--- src/rtl/bgr_ram.sv ---
// Generic single-write, single-read RAM with registered read data.
`timescale 1ns / 1ps

module bgr_ram #(
	parameter int WIDTH = 8,
	parameter int DEPTH = 64
) (
	input  logic                     clk,
	input  logic                     we,
	input  logic [$clog2(DEPTH)-1:0] waddr,
	input  logic [WIDTH-1:0]         wdata,
	input  logic                     re,
	input  logic [$clog2(DEPTH)-1:0] raddr,
	output logic [WIDTH-1:0]         rdata
);

	logic [WIDTH-1:0] mem [DEPTH];

	always_ff @(posedge clk) begin
		if (we) begin
			mem[waddr] <= wdata;
		end
		if (re) begin
			rdata <= mem[raddr];
		end
	end

endmodule

--- config.mk ---
export PLATFORM = sky130hd
export DESIGN_NAME = bgr_ram
export DESIGN_NICKNAME = d
export VERILOG_FILES = /design/src/rtl/bgr_ram.sv
export SDC_FILE = /design/constraint.sdc
export NUM_CORES = 1
export LEC_CHECK = 0
export ABC_AREA = 1
export BUFFER_PORTS_ARGS = -buffer_cell sky130_fd_sc_hd__buf_2
export CAP_MARGIN = 10
export CELL_PAD_IN_SITES_DETAIL_PLACEMENT = 0
export CELL_PAD_IN_SITES_GLOBAL_PLACEMENT = 1
export CORE_ASPECT_RATIO = 1.75
export CORE_MARGIN = 2
export CORE_UTILIZATION = 30
export CTS_CLUSTER_SIZE = 16
export DETAILED_ROUTE_END_ITERATION = 16
export PLACE_DENSITY = 0.53
export SLEW_MARGIN = 20
export SYNTH_ARGS = -nofsm -noshare
export SYNTH_HDL_FRONTEND = slang
export SYNTH_SLANG_ARGS = --single-unit
--- constraint.sdc ---
create_clock -name clk -period 2 [get_ports clk]
set_clock_uncertainty 0.1 [all_clocks]
set_input_delay 0.2 -clock clk [delete_from_list [all_inputs] [get_ports clk]]
set_output_delay 0.2 -clock clk [all_outputs]
set_load 0.05 [all_outputs]
# After elaboration in Yosys (flattened, before gate mapping)
# Memories as Yosys holds them, arrays and structs flattened. A register that Yosys moved wholly into a read port is not among the register bits.
# Cells that the tools add are included.
dict set report totals {
  mem_count 1
  output_inout_bits 8
  in_bits 23
  reg_bits 0
  mem_bits_ro 0
  latch_bits 0
  ram_bits 512
}
dict set report classes {
  multipliers 0
  bitwise 0
  addsub 0
  reduce_logical 0
  div_mod_pow 0
  shifts 0
  order_cmp 0
  n_eq_ne 0
  n_mux 2
}
# memory depth word_bits read_ports rd_clocked_by_memory_dff wr line
set memory_table {}
lappend memory_table {mem 64 8 1 1 1 17} ;# logic [WIDTH-1:0] mem [DEPTH];
# op count
set ops {}
lappend ops {{$mux 1} 2}

# Longest topological paths before layout
# Gate-level depths: netlist (run 1).
dict set report logic_depth {
  word_depth 2
  mapped_depth 12
  depth_no_buf 9
}

# Least setup slack after synthesis (run 1)
# No wires, ideal clock.
dict set report synth_timing {
  kind {input-to-reg}
  start {input port we}
  end {memory mem[48][0] (enable)}
  t_required_ns 1.505
  path_slack_ns -0.066
  path_stages 3
  arrival_time_ns 1.571
  path_cell_list {clkbuf_1 > nand4_1 > nor4_1}
}
dict set report synth_via {
  elab_chain_cells 2
}
# element line
set synth_rtl {}
lappend synth_rtl {{start: declaration} 9} ;# input logic we,
lappend synth_rtl {{$mux 1} 20} ;# if (we) begin
lappend synth_rtl {{$mux 1 (implied by the code)} 21} ;# mem[waddr] <= wdata;
lappend synth_rtl {{end: declaration} 17}
# Every way passes these cells.

# Final worst setup path (run 1)
dict set report layout_timing {
  start {register rdata[4] (read register of mem)}
  end {output port rdata[4]}
}
# element line
set layout_rtl {}
lappend layout_rtl {{start: declaration} 14} ;# output logic [WIDTH-1:0] rdata
# No word-level cell between the ends.

==> results of run 1 <==
-- power by group through the flow --
stage | Clock [mW] | Sequential (mW) | Combinational [mW]
5_1_grt | 10.0 | 12.1 | 1.85
4_1_cts | 9.68 | 12.1 | 1.73
3_5_place_dp | 0 | 12.3 | 1.72
3_3_place_gp | 0 | 12.3 | 1.72
6_report | 9.42 | 12.1 | 1.69
2_1_floorplan | 0 | 12.4 | 0.848
-- flip-flops by register name, summed over array words and instances (netlist names) --
signal	cells
mem	512
rdata	8
-- layout by cell type, fill, tap and decap left out, drive strengths merged --
master	netlist	final
nand2	648	648
edfxtp	520	520
nand3	439	439
buf	98	171
nor2	56	56
clkbuf	15	53
clkinv	0	25
inv	12	14
nand4	9	9
nor4	8	8
bufinv	0	6
clkinvlp	0	5
dlygate4sd3	0	3
-- repair_timing --
item	4_1_cts	5_1_grt
hold buffers	3	0
setup buffers	0	0
hold endpoints to repair	28	0
-- final timing paths --
path	slack (ns)	cells after the start	from	endpoint
hold reg to reg	0.83	8	mem[4][0]	rdata[0]
setup / recovery	0.36	1	rdata[4]	rdata[4]
hold / removal	0.01	2	wdata[1]	mem[23][1]
setup reg to reg	0.37	8	mem[51][6]	rdata[6]
-- cell families (layout without fill, tap and decap cells) --
group	Yosys count	in the layout
flops	520	520
buf+inv	125	277
simple gates	1160	1160
-- per-layer routing --
layer | wire length [µm] | share of wire (%)
met5 | 13 | 0.020
met4 | 2580 | 4.0
met3 | 2010 | 3.1
met2 | 34800 | 54
met1 | 24600 | 38
-- per-stage QoR --
stage	setup slack [ns]	std cells	hold WS, ns
final	0.357	2874	0.0139
after global routing	0.291	2874	0.0172
after CTS	0.300	2874	0.00210
after detailed placement	0.0238	2781	0.506
after global placement	0.0388	2781	0.513
after floorplan	-0.0661	1805	0.199
-- final cells by class --
cell class / count / area (µm²)
Clock buffer: 52 / 1240
Tap cell: 917 / 1150
Fill cell: 6989 / 45700
Sequential cell: 520 / 15600
Timing Repair Buffer: 175 / 1620
Clock inverter: 38 / 358
Multi-Input combinational cell: 1160 / 4950
Inverter: 12 / 55.1
==> flow_summary.yaml, run 1 <==
sta:
  fin_crit_ns: 1.64
  tightestPinTransition_ns: 0.582
  grt_setup_unrepaired: "false"
  max_freq_mhz: 609
  setup_viol: 0
  final_max_slew_viol_count: 0
  fin_crit_sh_pct: 82.1
  max-slew-margin-rel_pct: 61.2
  fin_tns_setup_ns: 0
  hold_violations: 0
synth:
  synth-simple-area-share_pct: 23.1
  async_reset_ff_share_pct: 0
  synth.yosys.seq_area_share_pct: 72.9
  synth_commonest_cells: "nand2_1, edfxtp_1, nand3_1"
  synth.most_common_cell: "nand2_1"
  synth_area_um2: 21400
  synth_top_family_by_area: "simple AND/OR/NAND/NOR gates"
  synth_area_per_cell_um2: 11.9
  ys_warn_count: 0
  synth_largest_area_cell: "edfxtp_1"
  synthTopCellsByArea: "edfxtp_1, nand2_1, nand3_1"
  netlist-cell-type-count: 15
  syn-instance-count: 1805
  synth_compound_area_share_pct: 0
  yosys_register_bits: 520
  synth_top_cell_area_share_pct: 72.9
  syn-num-nets: 1828
  synth_ff_type: "edfxtp_1"
  synthMuxAreaShare_pct: 0
  synthXorXnorAreaFrac_pct: 0
  synth-edff-count: 520
  synthAdderAreaFrac_pct: 0
place:
  portBuffers: 30
  dp_hpwl_um: 41500
  place.gp.congestion: 0.848
  postPlaceCellArea_um2: 23400
route:
  drt_iter0_markers: 852
  drc_errors: 0
  dr.pass1.iters: 7
  via_count: 13804
  wl_per_cell_um: 22.3
  finalWirelength_um: 64000
  ant_nets: 0
  viasPerCell: 4.80
global_routing:
  met3_usage_pct: 1.90
  met2_usage_pct: 33.5
  grt_max_degree: 65
  antenna_found_initial: 1
  grt_usage_pct: 17.7
  met1_usage_pct: 19.9
  grt_pass1_wl_um: 94900
  grt_remaining_overflow: 0
  grt_pass1_vias: 14096
  grt-busiest-layer: "met2"
power:
  p_int_mw: 17.8
  p_leak_nw: 9.03
  p_per_area_nw_per_um2: 930
  p_clk_share_pct: 40.6
  switchingPower_mw: 5.40
  finalPower_mw: 23.2
  switching_share_pct: 23.3
  ir_worst_vdd_v: 0.000552
  power.sequential.fraction_pct: 52.1
  pwr-share-comb_pct: 7.3
setup_path:
  crit_path_start_kind: "register"
  slowest_delay_ns: 0.44
  critPathRequiredTime_ns: 1.70
  endpoint_kind: "output pin"
  worst-path-buf-inv: 1
  crit_arrival_ns: 1.34
  critPathMaxFanout: 1
  slowest_stage: "edfxtp_1"
  crit_family: "flip-flops"
  crit_type: "register to output pin"
  crit_chain: "buf_2"
finish:
  finalInstanceArea_um2: 25000
  area_growth_pct: 16.6
  drive_above_1_share_pct: 12.8
  fin_util_pct: 35.3
  layout.nets: 1940
  diodes: 0
floorplan:
  rows: 129
  die_h_um: 357
  initial_core_util_pct: 30.3
  fp.dieArea_um2: 73600
  core-area_um2: 70700
  pin_count: 31
  fp.dieW_um: 206
clocking:
  cts_buffers: 48
  cts_tree: "built"
  cts_max_level: 2
  cts_buffer_depth: 3
  clkLatencyLatePin_ns: 0.60
  clock-sinks: 520
  cts_root_buffer: "clkbuf_16"
  clkTransAtPathRegs_ns: 0.07
  cts_resized: 0
run_status:
  status: "finished clean"
worst_hold_path:
  holdCritPathClass: "input port to register"
flow_run:
  maxCapViolations: 0
Note: power is estimated with default switching activity, not from simulation.
==> inputs of run 2 (changes only) <==
Settings changed: ABC_AREA 1 to 0, PLACE_DENSITY 0.53 to 0.48.
Clock period 2 ns to 1.7 ns, I/O delays scaled along.
==> run 2 against run 1 <==
Against the previous run: critical path type is now register to register; critical path depth increased by 3; the flow now finishes with violations (negative setup slack); largest cell class unchanged; first-iteration DRC count decreased by 12%; cell count decreased by 27%; critical endpoint is now rdata[4]; count of clock-buffer cells in the layout decreased by 1; worst hold slack got worse by 0.0027 ns; synthesized cell count decreased by 48%.
==> flow_summary.yaml, run 2 <==
run_status:
  status: "finished with violations"
  violations: "negative setup slack"
clocking:
  clock-sinks: 520
  cts_setup_buffers: 0
  cts_root_buffer: "clkbuf_16"
  cts_tree: "built"
  clkTransAtPathRegs_ns: 0.07
  cts_buffers: 47
  cts_max_level: 2
  clkLatencyLatePin_ns: 0.59
  cts_buffer_depth: 3
sta:
  fin_crit_sh_pct: 124
  final_max_slew_viol_count: 0
  hold_violations: 0
  max-slew-margin-rel_pct: 44.8
  grt_setup_unrepaired: "true"
  fin_ws_ns: -0.408
  tightestPinTransition_ns: 0.828
  setup_viol: 8
  max_freq_mhz: 474
  fin_crit_ns: 2.11
finish:
  largest_register_ffs: 512
  layout.nets: 1189
  drive_above_1_share_pct: 38.4
  diodes: 0
  final_common_cell: "edfxtp_1"
  largest_register: "mem"
  reg_top3: "mem x512, rdata x8"
  area_growth_pct: 22.1
  layout_common_cells: "edfxtp_1, buf_4, mux4_2"
setup_path:
  endpoint_kind: "register"
  critPathMaxFanout: 1
  critPathRequiredTime_ns: 1.94
  startpoint: "mem[48][4]"
  crit_type: "register to register"
  crit_arrival_ns: 2.35
  crit_path_start_kind: "register"
  r2r_start: "mem[48][4]"
global_routing:
  antenna_found_initial: 0
  grt_pass1_wl_um: 79400
  grt_pass1_vias: 11025
  grt_usage_pct: 16.0
  grt_remaining_overflow: 0
  grt_max_degree: 65
route:
  viasPerCell: 4.74
  dr.pass1.iters: 5
  via_count: 9951
  drc_errors: 0
  finalWirelength_um: 54800
  wl_per_cell_um: 26.1
  drt_iter0_markers: 753
  ant_nets: 0
flow_run:
  maxCapViolations: 0
synth:
  synth_top_family_by_area: "multiplexers"
  synthAdderAreaFrac_pct: 0
  syn-num-nets: 963
  synthTopCellsByArea: "edfxtp_1, mux4_2, nor2_1"
  netlist-cell-type-count: 39
  synth_largest_area_cell: "edfxtp_1"
  synth-edff-count: 520
  synth_area_per_cell_um2: 21.5
  synth_commonest_cells: "edfxtp_1, mux4_2, nor2_1"
  synth.most_common_cell: "edfxtp_1"
  synth_compound_area_share_pct: 2.06
  synth.yosys.seq_area_share_pct: 77.1
  synthMuxAreaShare_pct: 15.9
  synthXorXnorAreaFrac_pct: 0
  synth_ff_type: "edfxtp_1"
  syn-instance-count: 940
  synth_area_um2: 20200
  ys_warn_count: 0
  synth_top_cell_area_share_pct: 77.1
  synth-simple-area-share_pct: 3.37
  yosys_register_bits: 520
  async_reset_ff_share_pct: 0
floorplan:
  die_h_um: 348
  core-area_um2: 67200
  rows: 126
  initial_core_util_pct: 30.1
  fp.dieArea_um2: 69700
  fp.dieW_um: 200
  pin_count: 31
place:
  portBuffers: 30
  pre_cts_slack_ns: -1.24
  dp_hpwl_um: 37200
  place.gp.congestion: 0.774
power:
  finalPower_mw: 27.3
  ir_worst_vdd_v: 0.00127
  p_per_area_nw_per_um2: 1100
  p_leak_nw: 7.98
worst_hold_path:
  holdCritPathClass: "input port to register"
  hp-start: "wdata[3]"
==> run 2: changes by cell type after synthesis, sizes merged, moves of 8 or more <==
cell and delta:
inv -12, mux4 +126, nor2 +27, nor2b +14
mux2i +23, o22ai +8, nand3 -426, o221ai +8
nand2 -629, buf -64, mux2 +13
==> run 2: metrics by stage <==
step	hold WS, ns	cell area [µm²]	std cells	utilization (%)	TNS [ns]
floorplan	0.169	20300	940	-	-5.72
global placement	0.456	23000	2010	34.2	-7.75
detailed placement	0.461	23000	2010	34.2	-8.39
CTS	0.0138	24700	2098	36.8	-2.91
global route	0.00358	24700	2098	36.8	-3.09
finish	0.0112	24700	2098	36.8	-2.83
==> run 2: power by group <==
part / internal [mW] / leakage (nW) / switching (mW)
Clock: 6.62 / 0.800 / 4.74
Combinational: 0.693 / 2.50 / 0.999
Sequential: 14.2 / 4.69 / 0.0386
Total: 21.5 / 7.98 / 5.78
==> run 2: cell type report <==
cell class	instances	area (µm²)
Timing Repair Buffer	228	1910
Clock buffer	51	1230
Multi-Input combinational cell	369	4440
Clock inverter	34	403
Sequential cell	520	15600
Tap cell	896	1120
Fill cell	6348	42400
==> run 2: cells by family (layout without fill, tap and decap cells) <==
kind of cell	Yosys count	after routing
DFF	520	520
muxes	162	162
and+or+nand+nor	153	153
AOI/OAI and AO/OA	54	54
buffers and inverters	51	313
==> run 2: layer usage <==
metal / global-route usage (%) / vias up / routed length [µm]
li1: - / 4372 / -
met1: 17.7 / 5303 / 20400
met2: 30.7 / 181 / 30700
met3: 1.85 / 95 / 1590
met4: 6.73 / 0 / 2120
met5: 0 / - / 0
==> run 2: final timing paths <==
kind,cells after the start,slack [ns],endpoint
hold / removal,2,0.01,mem[40][3]
setup / recovery,4,-0.41,rdata[4]
hold reg to reg,3,0.82,rdata[4]
setup reg to reg,4,-0.41,rdata[4]
==> run 2: timing repair <==
item	CTS	global route
pin swaps	4	0
endpoints found under the hold margin	46	0
hold buffers	4	0
gates resized for setup	11	7
setup endpoints to repair	8	8
==> run 2: critical path, cell delays in order (launching register included) <==
cell      delay, ns
edfxtp_1       0.47
mux4_2         0.50
mux4_2         0.52
nor2_1         0.16
o32ai_2        0.10
