--- src/rtl/bgr_pkg.sv ---
// Shared types, codes and lookup functions for the tile background renderer.
`timescale 1ns / 1ps

package bgr_pkg;

	localparam int ATTR_BYTES      = 64;
	localparam int ATTR_AW         = 6;
	localparam int PALETTE_ENTRIES = 32;
	localparam int PALETTE_AW      = 5;
	localparam int COLOUR_W        = 6;
	localparam int RGB_W           = 24;

	typedef enum logic [2:0] {
		CMD_RENDER  = 3'd0,
		CMD_TILE    = 3'd1,
		CMD_ATTR    = 3'd2,
		CMD_PATTERN = 3'd3,
		CMD_PALETTE = 3'd4
	} cmd_t;

	typedef enum logic [1:0] {
		CFG_ENABLE  = 2'd0,
		CFG_HSCROLL = 2'd1,
		CFG_VSCROLL = 2'd2
	} cfg_idx_t;

	typedef struct packed {
		logic        valid;
		cmd_t        cmd;
		logic [11:0] addr;
		logic [7:0]  data;
	} item_t;

	// Reduce v modulo m by conditional subtraction of m*8, m*4, m*2, m; needs v < 16*m.
	function automatic logic [12:0] wrap_mod(input logic [12:0] v, input logic [12:0] m);
		logic [12:0] r;
		logic [12:0] step;
		r = v;
		for (int k = 3; k >= 0; k--) begin
			step = m << k;
			if (r >= step) begin
				r = r - step;
			end
		end
		return r;
	endfunction

	function automatic logic [RGB_W-1:0] master_rgb(input logic [COLOUR_W-1:0] idx);
		case (idx)
			6'd0:  return 24'h545454;
			6'd1:  return 24'h001E74;
			6'd2:  return 24'h081090;
			6'd3:  return 24'h300088;
			6'd4:  return 24'h440064;
			6'd5:  return 24'h5C0030;
			6'd6:  return 24'h540400;
			6'd7:  return 24'h3C1800;
			6'd8:  return 24'h202A00;
			6'd9:  return 24'h083A00;
			6'd10: return 24'h004000;
			6'd11: return 24'h003C00;
			6'd12: return 24'h00323C;
			6'd13: return 24'h000000;
			6'd14: return 24'h000000;
			6'd15: return 24'h000000;
			6'd16: return 24'h989698;
			6'd17: return 24'h084CC4;
			6'd18: return 24'h3032EC;
			6'd19: return 24'h5C1EE4;
			6'd20: return 24'h8800B0;
			6'd21: return 24'hA00060;
			6'd22: return 24'h981A20;
			6'd23: return 24'h783C00;
			6'd24: return 24'h545A00;
			6'd25: return 24'h207200;
			6'd26: return 24'h007C00;
			6'd27: return 24'h007628;
			6'd28: return 24'h006678;
			6'd29: return 24'h000000;
			6'd30: return 24'h000000;
			6'd31: return 24'h000000;
			6'd32: return 24'hECEEEC;
			6'd33: return 24'h4C9AEC;
			6'd34: return 24'h787CEC;
			6'd35: return 24'hB062EC;
			6'd36: return 24'hE400DC;
			6'd37: return 24'hEC0078;
			6'd38: return 24'hEC3C30;
			6'd39: return 24'hCC6C00;
			6'd40: return 24'h8C9000;
			6'd41: return 24'h48A800;
			6'd42: return 24'h10B800;
			6'd43: return 24'h00B260;
			6'd44: return 24'h00A2C4;
			6'd45: return 24'h4C4C4C;
			6'd46: return 24'h000000;
			6'd47: return 24'h000000;
			6'd48: return 24'hECEEEC;
			6'd49: return 24'hA8CCEC;
			6'd50: return 24'hBCBCEC;
			6'd51: return 24'hD4B2EC;
			6'd52: return 24'hECAEEC;
			6'd53: return 24'hECAED4;
			6'd54: return 24'hECB4B0;
			6'd55: return 24'hE4C490;
			6'd56: return 24'hCCD278;
			6'd57: return 24'hB4DE78;
			6'd58: return 24'hA8E290;
			6'd59: return 24'h98E2B4;
			6'd60: return 24'hA0D6E4;
			6'd61: return 24'hA0A2A0;
			6'd62: return 24'h000000;
			6'd63: return 24'h000000;
			default: return 24'h000000;
		endcase
	endfunction

endpackage

--- src/rtl/bgr_scroll.sv ---
// Scroll stage: adds the scroll offsets and wraps the position around the map.
`timescale 1ns / 1ps

module bgr_scroll #(
	parameter int MAP_COLUMNS = 32,
	parameter int MAP_ROWS    = 30
) (
	input  logic                                clk,
	input  logic                                arst_n,
	input  logic                                adv,
	input  bgr_pkg::item_t                      item_s1,
	input  logic [7:0]                          px_s1,
	input  logic [7:0]                          py_s1,
	input  logic [7:0]                          ro_s1,
	input  logic [7:0]                          hscroll,
	input  logic [7:0]                          vscroll,
	output bgr_pkg::item_t                      item_s2,
	output logic [$clog2(MAP_COLUMNS*8)-1:0]    wx_s2,
	output logic [$clog2(MAP_ROWS*8)-1:0]       wy_s2
);

	import bgr_pkg::*;

	localparam int XW = MAP_COLUMNS * 8;
	localparam int YW = MAP_ROWS * 8;
	localparam int XB = $clog2(XW);
	localparam int YB = $clog2(YW);

	logic [9:0]  sum_x;
	logic [9:0]  sum_y;
	logic [12:0] wrap_x;
	logic [12:0] wrap_y;

	always_comb begin
		sum_x  = 10'(px_s1) + 10'(hscroll) + 10'(ro_s1);
		sum_y  = 10'(py_s1) + 10'(vscroll);
		wrap_x = wrap_mod(13'(sum_x), 13'(XW));
		wrap_y = wrap_mod(13'(sum_y), 13'(YW));
	end

	always_ff @(posedge clk or negedge arst_n) begin
		if (!arst_n) begin
			item_s2.valid <= 1'b0;
		end else if (adv) begin
			item_s2 <= item_s1;
			wx_s2   <= wrap_x[XB-1:0];
			wy_s2   <= wrap_y[YB-1:0];
		end
	end

endmodule

--- config.mk ---
export PLATFORM = sky130hd
export DESIGN_NAME = bgr_scroll
export DESIGN_NICKNAME = d
export VERILOG_FILES = /design/src/rtl/bgr_pkg.sv /design/src/rtl/bgr_scroll.sv
export SDC_FILE = /design/constraint.sdc
export NUM_CORES = 1
export LEC_CHECK = 0
export BUFFER_PORTS_ARGS = -buffer_cell sky130_fd_sc_hd__buf_2
export CAP_MARGIN = 25
export CORE_MARGIN = 2
export CORE_UTILIZATION = 30
export DETAILED_ROUTE_END_ITERATION = 12
export GPL_TIMING_DRIVEN = 0
export PLACE_DENSITY_LB_ADDON = 0.2
export SYNTH_ARGS = -nofsm -noshare
export SYNTH_HDL_FRONTEND = slang
export SYNTH_SLANG_ARGS = --single-unit
--- constraint.sdc ---
create_clock -name clk -period 0.8 [get_ports clk]
set_clock_uncertainty 0.15 [all_clocks]
set_input_delay 0 -clock clk [delete_from_list [all_inputs] [get_ports clk]]
set_output_delay 0 -clock clk [all_outputs]
set_load 0.03 [all_outputs]
* After elaboration in Yosys (flattened, before gate mapping)
Index checks and enable logic that the tools add are counted.
** Cells by class
- Multiplexer cells :: 5
- $add $sub $neg :: 8
- $lt $le $gt $ge :: 5
- Reduce and logical (&&, ||, !) cells :: 1
** Operators by type and width (count)
- 13-bit 2-to-1 mux :: 3
- 13-bit by 9-bit >= comparator with 1-bit output (second input constant) :: 2
- 8-bit by 8-bit adder with 9-bit output :: 2
- 8-bit 2-to-1 mux :: 2
- 13-bit by 8-bit >= comparator with 1-bit output (second input constant) :: 1
- 13-bit by 9-bit subtractor with 13-bit output (second input constant) :: 1
- 10-bit by 10-bit subtractor with 11-bit output (second input constant) :: 1
- 9-bit by 10-bit subtractor with 11-bit output (second input constant) :: 1
- 9-bit by 8-bit adder with 10-bit output :: 1
- 10-bit >= comparator (second input constant) :: 1
- 9-bit by 10-bit >= comparator with 1-bit output (second input constant) :: 1
- 8-bit by 1-bit subtractor with 8-bit output (second input constant) :: 1
- 8-bit subtractor (second input constant) :: 1
- 2-bit AND reduction :: 1
** Word-level totals
- Register bits after elaboration :: 40
- Output and inout bits :: 40
- Bits of input ports :: 67
- Logic and storage cells :: 25

* Logic depth before layout (Yosys ltp)
Gate-level depths: netlist of run 1.
- Word-level depth :: 7
- Depth in mapped cells :: 16
- Depth with buffers taken out :: 16

* Worst setup path before layout of run 1
OpenSTA, ideal clock, no wires.
- Kind :: input to register
- From :: in py_s1[0]
- To :: reg wy_s2[4], data pin
- Arrival :: 3189 ps
- Stages on the path :: 16
- Setup slack :: -2792 ps
- Data required time :: 396 ps
- Buffers on the path :: 0
- Library setup time :: 254 ps
- Cell sequence :: ha_1 -> fa_1 -> a21o_1 -> a2111oi_2 -> xor2_1 -> inv_1 -> ha_1 -> nand2_1 -> mux2_2 -> o31ai_1 -> ha_1 -> o211ai_1 -> o31ai_1 -> o31ai_1 -> a21boi_2 -> a21o_1
** On the way
- Cells in the longest elaborated chain, start to end :: 7
- Elaborated cells between the ends (all ways) :: 10
- Those cells by class :: add/sub (4); order compare (3); mux (3)
** Ends and longest elaborated chain
- start, declared :: RTL line bgr_scroll.sv:13 : input logic [7:0] py_s1,
- 8-bit by 8-bit adder with 9-bit output * :: RTL line bgr_scroll.sv:36 : sum_y = 10'(py_s1) + 10'(vscroll);
- 9-bit by 10-bit subtractor with 11-bit output or 9-bit by 10-bit >= comparator with 1-bit output (tied branches) :: RTL line bgr_pkg.sv:42, bgr_pkg.sv:41
- 13-bit 2-to-1 mux * :: RTL line bgr_pkg.sv:41 : if (r >= step) begin
- 13-bit by 9-bit subtractor with 13-bit output or 13-bit by 9-bit >= comparator with 1-bit output (tied branches) :: RTL line bgr_pkg.sv:42, bgr_pkg.sv:41
- 13-bit 2-to-1 mux * :: RTL line bgr_pkg.sv:41
- 13-bit by 8-bit >= comparator with 1-bit output or 8-bit subtractor (tied branches) :: RTL line bgr_pkg.sv:41, bgr_pkg.sv:42
- 8-bit 2-to-1 mux * :: RTL line bgr_pkg.sv:41
- named net wrap_y[4] :: RTL line bgr_scroll.sv:32 : logic [12:0] wrap_y;
- end signal, assigned :: RTL line bgr_scroll.sv:47 : wy_s2 <= wrap_y[YB-1:0];
- end, declared :: RTL line bgr_scroll.sv:19 : output logic [$clog2(MAP_ROWS*8)-1:0] wy_s2
Mark *: on every way through the listed nets, which the timed path passes. The rest lies on a longest branch.
A chain may end at the register's enable or synchronous reset.

* Worst setup path after layout of run 1
- From :: in vscroll[0]
- To :: reg wy_s2[5], data pin
** On the way
- Cells in the longest elaborated chain, start to end :: 7
- Elaborated cells between the ends (all ways) :: 10
- Those cells by class :: add/sub (4); order compare (3); mux (3)
** Ends and longest elaborated chain
- start, declared :: RTL line bgr_scroll.sv:16 : input logic [7:0] vscroll,
- 8-bit by 8-bit adder with 9-bit output * :: RTL line bgr_scroll.sv:36
- 9-bit by 10-bit subtractor with 11-bit output or 9-bit by 10-bit >= comparator with 1-bit output (tied branches) :: RTL line bgr_pkg.sv:42, bgr_pkg.sv:41
- 13-bit 2-to-1 mux * :: RTL line bgr_pkg.sv:41
- 13-bit by 9-bit subtractor with 13-bit output or 13-bit by 9-bit >= comparator with 1-bit output (tied branches) :: RTL line bgr_pkg.sv:42, bgr_pkg.sv:41
- 13-bit 2-to-1 mux * :: RTL line bgr_pkg.sv:41
- 13-bit by 8-bit >= comparator with 1-bit output or 8-bit subtractor (tied branches) :: RTL line bgr_pkg.sv:41, bgr_pkg.sv:42
- 8-bit 2-to-1 mux * :: RTL line bgr_pkg.sv:41
- named net wrap_y[5] :: RTL line bgr_scroll.sv:32
Marks and branches as above.

==> metrics.md, run 1 <==
| Metric | Value |
|---|---|
| CTS Sinks | 40 |
| Final weighted congestion in routability-driven placement | around 0.76 |
| Area growth, synth to finish | 72.7% |
| RSZ-0062 raised after global routing | true |
| Nets | just over 400 |
| Met2 Use GR | a little under a quarter |
| Final WL | around 5.6 mm |
| Post-synthesis sequential area ratio | between 50% and 60% |
| # setup viols final | 55 |
| CTS root buf | clkbuf_8 |
| Max-cap violations | 0 |
| Failing checks | hold timing, setup timing |
| Hold path depth | 2 |
| IO Port Bufs | roughly 110 |
| Max Freq | roughly 320 MHz |
| Critical path type | in -> reg |
| DR WL/cell | approximately 13 um |
| R2R setup slack | -0.13 ns |
| Total gr overflow | 0 |
| R2R Path Start | item_s2[23] |
| Clock transition at path regs | 0.07 ns |
| Most frequent cell after synthesis | edfxtp_1 |
| # DRC | 0 |
| Top cells by area, synth | edfxtp_1 51%, ha_1 9.4%, fa_1 7.9% |
| GR Layer Usage met3 | between 3 and 4% |
| Ant diodes | 0 |
| Pwr per Cell Area | between 1500 and 2000 nW/um^2 |
| Reg-to-Reg End | item_s2[23] |
| Final design utilization | 53.9% |
| Core Area | between 7000 and 8000 um^2 |
| CTS Hold Buffers Added | 24 |
| Area share of the largest cell type after synthesis | about half |
| Min Tclk post-route | roughly 3.2 ns |
| Pin count of the biggest net entering global routing | 40 |
| Max IR drop VDD | just over 0.0008 V |
| Synth cell types | just over 40 |
| Vias in the first global route | a little under 2k |
| Commonest cells post-synth | 39 x edfxtp_1, 17 x ha_1, 17 x inv_1, 9 x fa_1 |
| Met1 Track Usage GR | around 15% |
| CTS tree | built |
| Gr busiest metal | met2 |
| R2R depth | 1 |
| Full die area | ~8300 um^2 |
| Setup crit start kind | input port |
| I/O pins | ~110 |
| CP arrival | a little over 3 ns |
| Type of the most critical hold path | in -> reg |
| Final worst-path cycle share | 396% |
| Die Span X | a little over 90 um |
| FF+latch count, synth | 40 |
| Syn Inst Count | roughly 170 |
| Antenna violations before repair | 0 |
| Post-Syn Area per Cell | about 14 um^2 |
| Die height | 91.1 um |
| Most area-hungry cell type in the Yosys netlist | edfxtp_1 |
| Post-DP HPWL | around 3.7 mm |
| Final Max Tran Viols | 0 |
| Crit-path max FO | 3 |
| Syn nets | around 260 |
| Hold Startpoint | item_s1[23] |
| CTS Buffer Depth | 2 |
| Vias after detailed routing | about 1.9k |
| Async S/R FF share, synth | around 2.5% |
| Cell Rows | 31 |
| Drt initial violations | 40 |
| Rel. slew slack | 52.4% |
| EDFF count, synth | 39 |
| Worst-Margin Slew | roughly 0.71 ns |
| DR pass1 iterations | 4 |
| LEAKAGE | between 1.5 and 2 nW |
| Critical path required time | just under 0.7 ns |
| Hold_ws | -0.192 ns |
| Initial cell density of the core | approximately 31% |
| Vias per inst | around 4.6 |
| Htree depth | 2 |
| Hold Path End | item_s2[23] |
| CTS Buf Count | 5 |
| Synth warnings | 0 |
| FILL cells | ~640 |
| First-pass GRT wire length | 8.84 mm |
| Synth Flop Type | edfxtp_1 |
| ANT nets after route | 0 |
| Status | finished with violations |
| All-Layer GR Usage | 13.1% |
| Synth Cell Area | roughly 2300 um^2 |
| CP endpoint kind | flip-flop |
| Layout cells sized above 1 | between 50 and 60% |
| Clk_lat worst skew | ~0.28 ns |
| Total power | roughly 0.0074 W |
| PnR worst setup slack | -2.37 ns |
| Final hold vios | 3 |
## where the power goes
part	total (W)	switching, W	internal [W]
registers	0.00269	0.0000978	0.00259
logic	0.00284	0.00143	0.00141
clock network	0.00185	0.000627	0.00123
total	0.00739	0.00215	0.00523
## layout by cell type, fill, tap and decap left out, drive strengths merged, types with 2 or more instances in the layout
cell / count
buf: 121
edfxtp: 39
dlygate4sd3: 24
inv: 17
ha: 17
fa: 9
xnor2: 7
nor2: 7
a21oi: 7
a21o: 6
clkbuf: 5
xor2: 5
o21a: 4
nor3b: 3
or3: 3
nor3: 3
o211ai: 3
nand2: 3
o31ai: 3
and2: 3
a211oi: 3
and3: 2
o21bai: 2
a41oi: 2
bufinv: 2
o21ai: 2
o311ai: 2
nor4: 2
mux2: 2
## stage by stage
step | area (um^2) | hold slack (ns) | instances | setup slack, ns | setup TNS, ns
finish | 3930 | -0.192 | 420 | -2.37 | -22.07
global route | 3930 | -0.192 | 420 | -2.53 | -24.44
CTS | 3820 | -0.210 | 416 | -2.31 | -22.08
detailed placement | 3030 | -0.367 | 373 | -3.00 | -32.33
global placement | 3030 | -0.368 | 373 | -3.00 | -32.46
floorplan | 2370 | -0.446 | 168 | -2.54 | -19.77
## sequential cells by signal, indices dropped and copies added, names as in the netlist
signal,cells
item_s2,24
wx_s2,8
wy_s2,8
## layout make-up
cell class	instances	area, um^2	share of cell area, %
multi-input cells	112	1220	31.0
clock buffers	5	68.8	1.75
clock inverters	2	60.1	1.53
inverters	17	71.3	1.82
well taps	99	124	3.15
flip-flops and latches	40	1200	30.5
repair buffers	145	1190	30.3
## cell families (layout without fill, tap and decap cells)
group	count (synthesis)	count (layout)	share of synthesized area (%)
mux	3	3	1.43
fa+ha+maj	26	26	17.3
xor+xnor	12	12	4.62
flops	40	40	52.6
compound gates	41	41	14.3
simple gates	29	30	6.99
buf+inv	17	169	2.81
## worst max-delay path, cell delays in order
cell and delay, ns:
buf_8 0.10, ha_4 0.15, fa_2 0.34, a21o_1 0.21, a2111oi_4 0.35, xor2_2 0.14, inv_2 0.12, ha_4 0.17
nand2_2 0.05, mux2_4 0.27, o31ai_4 0.06, ha_2 0.21, o211ai_1 0.11, o31ai_2 0.28, o31ai_2 0.12, a21boi_2 0.17
o21a_1 0.19
## repair_timing
action                     CTS  global route
hold endpoints to repair    26             4
buffers inserted            12             5
pin swaps                   18            11
setup endpoints to repair   56            95
gates cloned                 0             1
gates resized for setup     98            19
## worst max-delay path by stage
stage,endpoint,cells after the start,slack (ns),from
3_5_place_dp,wy_s2[5],14,-3.00,py_s1[5]
6_report,wy_s2[5],17,-2.37,vscroll[0]
4_1_cts,wy_s2[5],17,-2.31,vscroll[0]
3_3_place_gp,wy_s2[5],14,-3.00,py_s1[5]
2_1_floorplan,wy_s2[5],16,-2.54,py_s1[0]
5_1_grt,wy_s2[5],17,-2.53,vscroll[0]
## layer usage
| layer | share of wire [%] | routed length [um] |
|---|---|---|
| met5 | 0 | 0 |
| met4 | 1.1 | 59 |
| met3 | 6.3 | 352 |
| met2 | 52 | 2890 |
| met1 | 41 | 2260 |
Power figures use the tool's default switching activity.
==> inputs of run 2 (changes only) <==
- CORE_UTILIZATION: 30 -> 42
- clock period: 0.8 -> 2.6 ns (I/O delays scaled with it)
==> run 2 against run 1 <==
Effect of this change:
- the run ends with setup timing left
- routed wire length fell by 5.0%
- total power down 72%
- combinational power down 72%
- non-clock buffer count grew 5
- count of clock-buffer cells in the layout up 1
- setup slack gained 1.7 ns
- critical path type unchanged
==> metrics.md, run 2 (synthesized netlist as in run 1, its figures left out) <==
| Metric | Value |
|---|---|
| CTS root buf | clkbuf_8 |
| Rel. slew slack | a little over two fifths |
| Clk_lat worst skew | approximately 0.28 ns |
| Cell Rows | 26 |
| CTS Buf Count | 5 |
| Final Max Tran Viols | 0 |
| Die Span X | approximately 78 um |
| Area growth, synth to finish | 55.7% |
| CTS Buffer Depth | 2 |
| Setup crit start kind | input port |
| Clock transition at path regs | around 0.070 ns |
| PnR worst setup slack | -0.629 ns |
| Pwr per Cell Area | roughly 590 nW/um^2 |
| First-pass GRT wire length | about 8.4 mm |
| Type of the most critical hold path | in -> reg |
| Status | finished with violations |
| Crit-path max FO | 3 |
| Full die area | between 6000 and 7000 um^2 |
| Core Area | between 5000 and 6000 um^2 |
| Final design utilization | between 60% and 70% |
| Critical path required time | around 2.5 ns |
| CP arrival | between 3 and 4 ns |
| # DRC | 0 |
| Vias after detailed routing | roughly 1.9k |
| Commonest cells after routing, fill and taps aside | 104 x buf_2, 39 x edfxtp_1, 29 x dlygate4sd3_1 |
| Worst-Margin Slew | ~0.85 ns |
| Hold path depth | 3 |
| Nets | 418 |
| Largest register FFs | 24 |
| Critical path type | in -> reg |
| R2R depth | 2 |
| Antenna violations before repair | 0 |
| FILL cells | approximately 360 |
| Final WL | roughly 5.3 mm |
| Total gr overflow | 0 |
| RSZ-0062 raised after global routing | true |
| Top Registers | item_s2: 24 flops, wx_s2: 8 flops, wy_s2: 8 flops |
| CTS tree | built |
| DR WL/cell | around 13 um |
| Layout cells sized above 1 | between 40% and 50% |
| Final weighted congestion in routability-driven placement | slightly above 0.8 |
| Final worst-path cycle share | 124% |
| Most common cell after layout, fill and taps aside | buf_2 |
| Ant diodes | 0 |
| Final hold vios | 0 |
| ANT nets after route | 0 |
| Total power | 0.00208 W |
| Pin count of the biggest net entering global routing | 40 |
| Max-cap violations | 0 |
| Die height | approximately 78 um |
| Post-DP HPWL | between 3 and 4 mm |
| Largest reg by FF count | item_s2 |
| # setup viols final | 4 |
| Drt initial violations | 49 |
| LEAKAGE | 1.58 nW |
| Initial cell density of the core | 44.0% |
| Vias in the first global route | approximately 1.8k |
| Failing checks | setup timing |
| Max IR drop VDD | about 0.00025 V |
| Max Freq | between 300 and 400 MHz |
| DR pass1 iterations | 4 |
| IO Port Bufs | 106 |
| CTS Sinks | 40 |
| CP endpoint kind | flip-flop |
| All-Layer GR Usage | around 18% |
| I/O pins | 107 |
| Vias per inst | roughly 4.9 |
| Htree depth | 2 |
| Min Tclk post-route | 3.23 ns |
==> run 2: report_power, final <==
group / internal, W / switching, W / leakage, nW / total [W]
clock: 0.000284 / 0.000193 / 0.0552 / 0.000478
combinational: 0.000356 / 0.000430 / 1.14 / 0.000787
sequential: 0.000796 / 0.0000153 / 0.378 / 0.000812
total: 0.00144 / 0.000639 / 1.58 / 0.00208
==> run 2: routing by layer <==
metal  GRT usage [%]  up-vias  wire length (um)
met3            3.37        7               343
met2            32.2       80              2690
met1            20.3      883              2190
li1                -      951                 -
met4            6.79        0                57
met5               0        -                 0
==> run 2: worst paths after layout <==
kind                             start     endpoint  slack, ns
min in group asynchronous       arst_n  item_s2[23]       0.40
min                         hscroll[1]     wx_s2[1]       0.03
max reg2reg                item_s2[23]  item_s2[23]       1.15
min reg2reg                item_s2[23]  item_s2[23]       0.91
max                         vscroll[0]     wy_s2[5]      -0.63
max in group asynchronous       arst_n  item_s2[23]       1.80
==> run 2: layout make-up <==
| cell class | instances | area (um^2) | area share (%) |
|---|---|---|---|
| Clock buffer | 6 | 72.6 | 2.05 |
| Clock inverter | 2 | 35.0 | 0.989 |
| Inverter | 17 | 63.8 | 1.80 |
| Multi-Input combinational cell | 111 | 1140 | 32.1 |
| Sequential cell | 40 | 1200 | 33.8 |
| Tap cell | 70 | 87.6 | 2.47 |
| Timing Repair Buffer | 150 | 950 | 26.8 |
==> run 2: repair_timing <==
action / CTS / global route
buffers inserted: 9 / 6
setup endpoints to repair: 4 / 4
gates resized for setup: 10 / 3
endpoints found under the hold margin: 27 / 0
pin swaps: 10 / 2
hold buffers: 29 / 0
==> run 2: stage by stage <==
step	hold slack (ns)	setup TNS, ns	setup slack [ns]	instances	area, um^2
2_1_floorplan	-0.446	-2.50	-0.741	168	2330
3_3_place_gp	-0.371	-4.62	-1.28	344	2950
3_5_place_dp	-0.368	-4.45	-1.25	344	2950
4_1_cts	0.0228	-2.01	-0.555	390	3470
5_1_grt	0.0444	-2.93	-0.808	396	3540
6_report	0.0319	-2.25	-0.629	396	3540
==> run 2: worst max-delay path, cell delays in order <==
cell       delay [ns]
buf_6            0.10
ha_4             0.15
fa_2             0.33
a21o_1           0.23
a2111oi_4        0.34
xor2_2           0.21
inv_2            0.09
buf_6            0.12
nand2b_4         0.07
nor4_4           0.05
o31ai_2          0.29
ha_2             0.24
o211ai_1         0.11
o31ai_2          0.27
o31ai_2          0.12
a21boi_2         0.18
o21a_1           0.21
==> inputs of run 3 (changes only) <==
- CORE_UTILIZATION: 42 -> 47
- RECOVER_POWER: default -> 100
- clock period: 2.6 -> 3.1 ns (I/O delays scaled with it)
==> run 3 against run 2 <==
Effect of this change:
- the flow still finishes with violations (setup timing)
- register-to-register slack better by 0.50 ns
- utilization up 5.7 points
- via count is 0.88% higher
- count of clock-buffer cells in the layout did not move
- largest cell class unchanged
==> metrics.md, run 3 (synthesized netlist as in run 1, its figures left out) <==
| Metric | Value |
|---|---|
| Internal power consumption | 0.00119 W |
| RSZ-0062 raised after global routing | true |
| I/O pins | between 100 and 150 |
| Multi-input gate area | ~1100 um^2 |
| Net switching power | 0.000539 W |
| Full die area | 5410 um^2 |
| CTS tree | built |
| Pwr per Cell Area | between 400 and 500 nW/um^2 |
| Htree depth | 2 |
| Final Max Tran Viols | 0 |
| Failing checks | setup timing |
| Total power | 0.00173 W |
| Largest reg by FF count | item_s2 |
| Total number of cells along the worst setup path | 17 |
| Switching Fraction | a little under a third |
| Total gr overflow | 0 |
| Critical path type | in -> reg |
| Ant diodes | 0 |
| Worst path slowest cell | a2111oi_4 |
| Clk pwr share | a little under a quarter |
| First-pass GRT wire length | ~8.2 mm |
| Final weighted congestion in routability-driven placement | between 0.8 and 0.9 |
| Nets | a little over 400 |
| Die Span X | between 70 and 80 um |
| Clock transition at path regs | roughly 0.070 ns |
| DR WL/cell | 14.4 um |
| Post-DP HPWL | between 3 and 4 mm |
| All-Layer GR Usage | 19.9% |
| Drt initial violations | 42 |
| CTS Buffer Depth | 2 |
| Comb power frac | a little under two fifths |
| Vias after detailed routing | about 1.9k |
| Hold path depth | 4 |
| CTS root buf | clkbuf_8 |
| Part of the power in registers | 39.3% |
| Final WL | between 5 and 6 mm |
| Min Tclk post-route | about 3.2 ns |
| Largest register FFs | 24 |
| Clk_lat worst skew | ~0.28 ns |
| Most common cell after layout, fill and taps aside | buf_2 |
| Final worst-path cycle share | 102% |
| PnR worst setup slack | -0.0606 ns |
| CP endpoint kind | flip-flop |
| # setup viols final | 2 |
| Area growth, synth to finish | 52.9% |
| Setup TNS | -0.0892 ns |
| ANT nets after route | 0 |
| Crit-path max FO | 4 |
| CP arrival | around 3.1 ns |
| Type of the most critical hold path | in -> reg |
| Max-cap violations | 0 |
| M1 WL | between 2 and 2.5 mm |
| # DRC | 0 |
| Vias per inst | just over 5 |
| IO Port Bufs | roughly 110 |
| Max layer used | met4 |
| Pin count of the biggest net entering global routing | 40 |
| Initial cell density of the core | 48.5% |
| Core Area | roughly 4700 um^2 |
| Max Freq | 316 MHz |
| Kind of cell adding the most delay to the critical path | compound AO/OA/AOI/OAI gates |
| Commonest cells after routing, fill and taps aside | 84 x buf_2, 39 x edfxtp_1, 29 x dlygate4sd3_1 |
| Top Registers | item_s2: 24 flops, wx_s2: 8 flops, wy_s2: 8 flops |
| Cell Rows | 25 |
| FILL cells | between 300 and 400 |
| Detail Route met2 WL | roughly 2.8 mm |
| DR pass1 iterations | 4 |
| Vias in the first global route | 1856 |
| Setup crit start kind | input port |
| CTS Sinks | 40 |
| LEAKAGE | between 1.5 and 2 nW |
| CP max stage delay | between 0.3 and 0.4 ns |
| Final hold vios | 0 |
| CTS Buf Count | 5 |
| Status | finished with violations |
| CP Buf/Inv Count | 2 |
| Reg area | between 1000 and 1500 um^2 |
| Critical path required time | between 2 and 3 ns |
| Die height | around 74 um |
| Routed wl met3 | 380 um |
| Hold_ws | approximately 0.058 ns |
| R2R depth | 2 |
| Layout cells sized above 1 | 40.2% |
| Worst-Margin Slew | ~0.84 ns |
| Rel. slew slack | 44.2% |
| Antenna violations before repair | 0 |
| Cells along the critical path | buf_6 -> ha_4 -> fa_2 -> a21o_1 -> a2111oi_4 -> xor2_2 -> inv_2 -> ha_4 -> nand2_2 -> mux2_4 -> o31ai_4 -> ha_2 -> o211ai_1 -> o31ai_2 -> o31ai_2 -> a21boi_2 -> o21a_1 |
| Max IR drop VDD | between 0.0002 and 0.0003 V |
==> run 3: changes by cell type in the layout (fill, tap and decap cells not counted), sizes merged <==
| cell | change |
|---|---|
| buf | -23 |
| clkbuf | +20 |
==> run 3: layout make-up <==
type	instances	area share (%)
multi-input cells	111	32.9
clock inverters	2	1.01
clock buffers	6	2.09
repair buffers	147	25.8
flip-flops and latches	40	34.4
inverters	17	1.83
well taps	54	1.94
==> run 3: worst register-to-register path: stages, from the launching register on <==
cell and delay, ns:
dfrtp_1 0.38, mux2_2 0.25, dlygate4sd3_1 0.55
==> run 3: stage by stage <==
step           utilization (%)  setup WS [ns]  instance area (um^2)  cells
2_1_floorplan                -         -0.241                  2330    168
3_3_place_gp              62.4         -0.760                  2930    328
3_5_place_dp              62.5         -0.811                  2930    328
4_1_cts                   73.5        -0.0201                  3450    375
5_1_grt                   74.1         -0.186                  3480    377
6_report                  74.1        -0.0606                  3480    377
==> run 3: power groups by stage <==
stage | logic [W] | clock network (W) | registers [W]
floorplan | 0.000284 | 0 | 0.000799
global placement | 0.000528 | 0 | 0.000690
detailed placement | 0.000539 | 0 | 0.000690
CTS | 0.000619 | 0.000408 | 0.000679
global route | 0.000707 | 0.000429 | 0.000685
finish | 0.000646 | 0.000403 | 0.000681
==> run 3: routing by layer <==
layer	track usage, %	vias up
li1	-	949
met1	22.9	897
met2	36.0	83
met3	3.70	9
met4	8.08	0
met5	0	-
==> run 3: worst paths after layout <==
path / from / endpoint / slack [ns]
max in group asynchronous: arst_n / item_s2[23] / 2.26
hold reg to reg: item_s2[23] / item_s2[23] / 0.91
setup / recovery: vscroll[0] / wy_s2[5] / -0.06
hold / removal: hscroll[0] / wx_s2[0] / 0.06
min in group asynchronous: arst_n / item_s2[23] / 0.44
setup reg to reg: item_s2[23] / item_s2[23] / 1.65
==> run 3: repair_timing <==
item,4_1_cts,5_1_grt
setup endpoints to repair,4,4
setup buffers,10,2
pin swaps,10,2
endpoints found under the hold margin,27,0
gates resized for setup,9,6
hold buffers,29,0
